`src/sv/csr_sparse_matrix_vector_multiply_assert.svh`:
```
// assertion macros used by csr_sparse_matrix_vector_multiply.sv
`ifndef CSR_SPARSE_MATRIX_VECTOR_MULTIPLY_ASSERT_SVH
`define CSR_SPARSE_MATRIX_VECTOR_MULTIPLY_ASSERT_SVH

// same-cycle implication, checked outside reset
`define CSM_ASSERT_IMPL(lbl, ante, cons) \
    lbl: assert property (@(posedge i_clk) disable iff (!i_rst_n) (ante) |-> (cons)) \
        else $error("same-cycle check failed");

// next-cycle implication, checked outside reset
`define CSM_ASSERT_NEXT(lbl, ante, cons) \
    lbl: assert property (@(posedge i_clk) disable iff (!i_rst_n) (ante) |=> (cons)) \
        else $error("next-cycle check failed");

`endif

```
`src/sv/csr_spmv_pkg.sv`:
```
package csr_spmv_pkg;

    localparam logic [1:0] KIND_LOAD  = 2'd0;
    localparam logic [1:0] KIND_TERM  = 2'd1;
    localparam logic [1:0] KIND_CLOSE = 2'd2;

    localparam logic REG_NUM_COLS = 1'b0;
    localparam logic [12:0] NUM_COLS_RESET = 13'd4096;

    // accumulator bounds in the widened sum
    localparam logic signed [64:0] SUM_HI = 65'sh0_0000_7FFF_FFFF_FFFF;
    localparam logic signed [64:0] SUM_LO = -SUM_HI - 65'sd1;
    localparam logic signed [47:0] ACC_HI = 48'sh7FFF_FFFF_FFFF;
    localparam logic signed [47:0] ACC_LO = 48'sh8000_0000_0000;

    typedef struct packed {
        logic [1:0]         kind;
        logic [11:0]        column_index;
        logic signed [31:0] data_value;
    } t_in_item;

    typedef struct packed {
        logic [15:0]        row_index;
        logic signed [47:0] row_sum;
        logic               bad_column;
        logic               saturated;
    } t_out_item;

    typedef struct packed {
        logic       valid;
        logic [1:0] kind;
        logic       bad;
    } t_stage;

endpackage

```
`src/sv/csr_spmv_mac.sv`:
```
module csr_spmv_mac #(
    parameter int FRAC_BITS = 16
) (
    input  logic                   i_clk,
    input  logic                   i_rst_n,
    input  csr_spmv_pkg::t_stage   i_s1,
    input  logic signed [31:0]     i_mat,
    input  logic signed [31:0]     i_vec,
    input  logic                   i_out_ready,
    output logic                   o_stall,
    output logic                   o_valid,
    output csr_spmv_pkg::t_out_item o_item
);

    csr_spmv_pkg::t_stage    r_s2;
    csr_spmv_pkg::t_stage    n_s2;
    logic signed [63:0]      r_s2_prod;
    logic signed [47:0]      r_acc;
    logic signed [47:0]      n_acc;
    logic [15:0]             r_row;
    logic [15:0]             n_row;
    logic                    r_bad_seen;
    logic                    n_bad_seen;
    logic                    r_sat_seen;
    logic                    n_sat_seen;
    logic                    r_out_valid;
    logic                    n_out_valid;
    csr_spmv_pkg::t_out_item r_out;

    logic signed [63:0]      w_prod_sh;
    logic signed [64:0]      w_sum;
    logic                    w_hi;
    logic                    w_lo;
    logic                    w_fire;
    logic                    w_close;

    // a close waits here only while the previous result is not taken
    assign o_stall = r_s2.valid && (r_s2.kind == csr_spmv_pkg::KIND_CLOSE)
                     && r_out_valid && !i_out_ready;
    assign w_fire  = r_s2.valid && !o_stall;
    assign w_close = w_fire && (r_s2.kind == csr_spmv_pkg::KIND_CLOSE);

    assign w_prod_sh = r_s2_prod >>> FRAC_BITS;
    assign w_sum = $signed({{17{r_acc[47]}}, r_acc}) + $signed({w_prod_sh[63], w_prod_sh});
    assign w_hi  = w_sum > csr_spmv_pkg::SUM_HI;
    assign w_lo  = w_sum < csr_spmv_pkg::SUM_LO;

    always_comb begin
        n_s2        = o_stall ? r_s2 : i_s1;
        n_acc       = r_acc;
        n_row       = r_row;
        n_bad_seen  = r_bad_seen;
        n_sat_seen  = r_sat_seen;
        n_out_valid = i_out_ready ? 1'b0 : r_out_valid;
        if (w_fire) begin
            unique case (r_s2.kind)
                csr_spmv_pkg::KIND_TERM: begin
                    if (r_s2.bad) begin
                        n_bad_seen = 1'b1;
                    end else if (w_hi) begin
                        n_acc      = csr_spmv_pkg::ACC_HI;
                        n_sat_seen = 1'b1;
                    end else if (w_lo) begin
                        n_acc      = csr_spmv_pkg::ACC_LO;
                        n_sat_seen = 1'b1;
                    end else begin
                        n_acc = w_sum[47:0];
                    end
                end
                csr_spmv_pkg::KIND_CLOSE: begin
                    n_acc       = '0;
                    n_bad_seen  = 1'b0;
                    n_sat_seen  = 1'b0;
                    n_row       = r_row + 16'd1;
                    n_out_valid = 1'b1;
                end
                default: begin
                end
            endcase
        end
    end

    always_ff @(posedge i_clk) begin
        if (!i_rst_n) begin
            r_s2        <= '0;
            r_acc       <= '0;
            r_row       <= '0;
            r_bad_seen  <= 1'b0;
            r_sat_seen  <= 1'b0;
            r_out_valid <= 1'b0;
        end else begin
            r_s2        <= n_s2;
            r_acc       <= n_acc;
            r_row       <= n_row;
            r_bad_seen  <= n_bad_seen;
            r_sat_seen  <= n_sat_seen;
            r_out_valid <= n_out_valid;
        end
    end

    always_ff @(posedge i_clk) begin
        if (!o_stall) begin
            r_s2_prod <= i_mat * i_vec;
        end
        if (w_close) begin
            r_out.row_index  <= r_row;
            r_out.row_sum    <= r_acc;
            r_out.bad_column <= r_bad_seen;
            r_out.saturated  <= r_sat_seen;
        end
    end

    assign o_valid = r_out_valid;
    assign o_item  = r_out;

endmodule

```
`config.mk`:
```
export PLATFORM = sky130hd
export DESIGN_NAME = csr_spmv_mac
export DESIGN_NICKNAME = d
export VERILOG_FILES = /design/src/sv/csr_sparse_matrix_vector_multiply_assert.svh /design/src/sv/csr_spmv_pkg.sv /design/src/sv/csr_spmv_mac.sv
export SDC_FILE = /design/constraint.sdc
export NUM_CORES = 2
export LEC_CHECK = 0
export BUFFER_PORTS_ARGS = -buffer_cell sky130_fd_sc_hd__buf_2
export CAP_MARGIN = 20
export CORE_UTILIZATION = 50
export DETAILED_ROUTE_END_ITERATION = 7
export PLACE_DENSITY = 0.73
export SLEW_MARGIN = 0
export SYNTH_ARGS = -nofsm -noshare
export SYNTH_HDL_FRONTEND = slang
export SYNTH_SLANG_ARGS = --single-unit
```
`constraint.sdc`:
```
create_clock -name i_clk -period 14.6 [get_ports i_clk]
set_input_delay 2.92 -clock i_clk [delete_from_list [all_inputs] [get_ports i_clk]]
set_output_delay 2.92 -clock i_clk [all_outputs]
set_load 0.02 [all_outputs]
```
==> key figures <==
GRT
  • GRT Total Usage: 0.2686
  • Largest net degree at the start of global routing: 72
  • GRT overflow: 0
  • Antenna violations before repair: 6
  • Vias in the first global route: 34697
  • First-pass GRT wire length: 188800 um

Synth
  • Cell variety after synth: 88
  • Synth Flop Type: edfxtp_1
  • EDFF count, synth: 114
  • Syn Nets: 6029
  • Post-Synthesis Cell Area: 44850 um^2
  • Asr flop ratio synth: 0
  • Syn_area_per_cell: 9.656 um^2
  • Post-synthesis sequential area ratio: 0.1080
  • Synthesis warning total: 0
  • Synth Instances: 4645
  • Yosys reg bits: 185

Placement
  • DP HPWL: 89680 um
  • Final Wtd Congestion: 0.8903
  • I/O Buffers: 138

Clock tree
  • Root Driver: clkbuf_16
  • Max clock buf depth: 2
  • Post_cts resized: 0
  • Clock-pin slew of the registers on the worst-case setup and hold paths: 0.07 ns
  • CTS Buf Count: 17
  • CTS H-tree depth: 4
  • TritonCTS clock tree: built
  • CTS Hold Bufs: 0
  • Setup repair bufs after CTS: 0
  • Sink Count: 185
  • Worst-Skew Late Latency: 0.44 ns

Finish
  • P&R area growth vs syn: 4.354%
  • Share of post-route cells with drive strength above 1: 0.05435
  • Nets: 5971

Setup path
  • CP Capture Type: flop
  • Crit-path leading delay family: adder cells
  • Worst EP arrival: 11.40 ns
  • Critical path class: in -> reg
  • Cell mode on critical path: fa_1
  • CP cell instances: buf_2, nand2_1, inv_1, fa_1, fa_1, fa_1, fa_1, inv_1, fa_1, inv_1, fa_1, fa_1, fa_1, ha_1, a21o_1, a21o_1, a21o_1, a211o_1, a31oi_1, o21ai_0, o41ai_1, xnor2_1
  • CP max stage cell: fa_1
  • Crit-path max cell delay: 1.15 ns
  • WP buf/inv: 4
  • WP data required: 14.78 ns
  • Startpoint Class: input pin
  • Critical path peak fanout: 32

Hold path
  • Worst Hold Class: reg -> reg

Routing
  • Wirelength per Cell: 20.11 um
  • Final ANT Viol Nets: 0
  • Starting DRC count in detailed routing: 2479
  • Drc violations: 46
  • Detailed Route WL: 116000 um
  • DR vias: 31764
  • Vias per cell: 5.507
  • DR pass1 iterations: 8

STA
  • Actual slew at the worst max-slew pin: 1.100 ns
  • Setup TNS: 0 ns
  • RSZ-0062 raised after global routing: false
  • Final Hold Fails: 0
  • Clock skew: 0.009004 ns
  • Final Slew Violations: 0
  • Tcrit/Tclk final: 0.7688
  • Tmin final: 11.22 ns
  • Slew Limit Headroom: 0.2669
  • F_max: 89.10 MHz
  • Final setup fails: 0

Floorplanning
  • # IOs: 139
  • Rows: 109
  • Initial Utilization: 0.5060
  • Die area: 90910 um^2
  • Die Y: 301.5 um
  • CORE AREA: 88650 um^2
  • Die Width: 301.5 um

Status
  • Violated checks: design-rule violations
  • Outcome: complete, but fails checks

Job
  • # Max-Cap Violations: 0
==> state kept, by name, summed over array words and instances, names as in the netlist <==
name	count
r_acc	48
r_s2	4
r_row	16
r_s2_prod	48
r_sat_seen	1
r_bad_seen	1
o_item	66
o_valid	1
==> per-stage QoR <==
step	cells	hold slack [ns]	setup WS, ns	utilization	area, um^2
after floorplan	4645	0.4088	4.148	-	44850
after detailed placement	5733	0.4381	2.868	0.5217	46250
after global routing	5766	0.4677	2.910	0.5280	46800
after CTS	5765	0.4543	3.335	0.5279	46800
after global placement	5733	0.4251	3.015	0.5217	46250
final	5768	0.4505	3.376	0.5280	46810
==> per-layer routing <==
layer  global-route usage  routed length (um)  up-vias
li1                     -                   -    13812
met1               0.3649               47690    16348
met2               0.4351               53760     1418
met3              0.06455               12020      182
met4              0.06385                2490        4
met5                    0                  27        -
==> worst paths after layout <==
kind	start	endpoint	slack, ns	cells after the start
worst max-delay path	i_vec[2]	r_s2_prod[61]$_DFFE_PN_	3.38	22
worst min-delay path	r_bad_seen$_SDFFE_PN0P_	o_item[1]$_DFFE_PP_	0.45	0
worst max register to register	r_s2_prod[16]$_DFFE_PN_	r_acc[5]$_SDFFE_PN0P_	10.55	11
worst min register to register	r_bad_seen$_SDFFE_PN0P_	o_item[1]$_DFFE_PP_	0.45	0
==> final cells by class <==
cell class / count / area, um^2
Antenna cell: 3 / 7.507
Clock buffer: 24 / 485.5
Clock inverter: 8 / 63.81
Fill cell: 7922 / 41840
Inverter: 995 / 3735
Multi-Input combinational cell: 3221 / 35310
Sequential cell: 185 / 4845
Tap cell: 1165 / 1458
Timing Repair Buffer: 167 / 908.4
==> kinds of logic (layout without fill, tap and decap cells) <==
family | after synthesis | count (layout) | synth area share
AND/OR/NAND/NOR | 1380 | 1380 | 0.1530
buffers and inverters | 1239 | 1194 | 0.1053
XOR/XNOR | 108 | 108 | 0.02109
other | 0 | 3 | 0
multiplexers | 5 | 5 | 0.001199
adder cells (fa/ha/maj) | 1313 | 1313 | 0.5474
flip-flops | 185 | 185 | 0.1080
AO/OA/AOI/OAI | 415 | 415 | 0.06405
==> cell usage in the layout (no fill, tap or decap), types with 7 or more instances in the layout <==
cell	n
nor2_1	135
xor2_1	41
edfxtp_1	114
nand2_1	577
buf_4	29
a21oi_1	123
a31oi_1	9
dfxtp_1	71
fa_1	1082
or2_2	7
or3_1	9
inv_1	993
a21oi_2	11
buf_2	138
nor3_1	30
nand4_1	33
nand2b_1	10
o31ai_1	8
a21o_1	65
o211ai_1	8
o21ai_0	59
nor2b_1	9
a211oi_1	16
o21a_1	7
a211o_1	7
o21bai_1	15
a221oi_2	10
and2_1	504
and3_1	10
clkbuf_16	17
nand3_1	24
ha_1	231
a221oi_1	26
xnor2_1	67
==> Yosys cell counts (all sizes together) (10+ instances only) <==
cell       n  share of area
a211oi    16         0.0027
a21o      66          0.011
a21oi    134          0.016
a221oi    36         0.0084
and2     504          0.070
and3      10         0.0014
buf       14         0.0024
clkbuf   229          0.019
dfxtp     71          0.032
edfxtp   114          0.076
fa      1082           0.48
ha       231          0.064
inv      995          0.083
nand2    578          0.048
nand2b    10         0.0014
nand3     28         0.0035
nand4     33         0.0046
nor2     136          0.011
nor3      32         0.0039
o21ai     62         0.0070
o21bai    15         0.0025
xnor2     67          0.013
xor2      41         0.0080
Power is not shown: default switching activity piles up to over one toggle a cycle in this logic, so the estimate is an artifact.
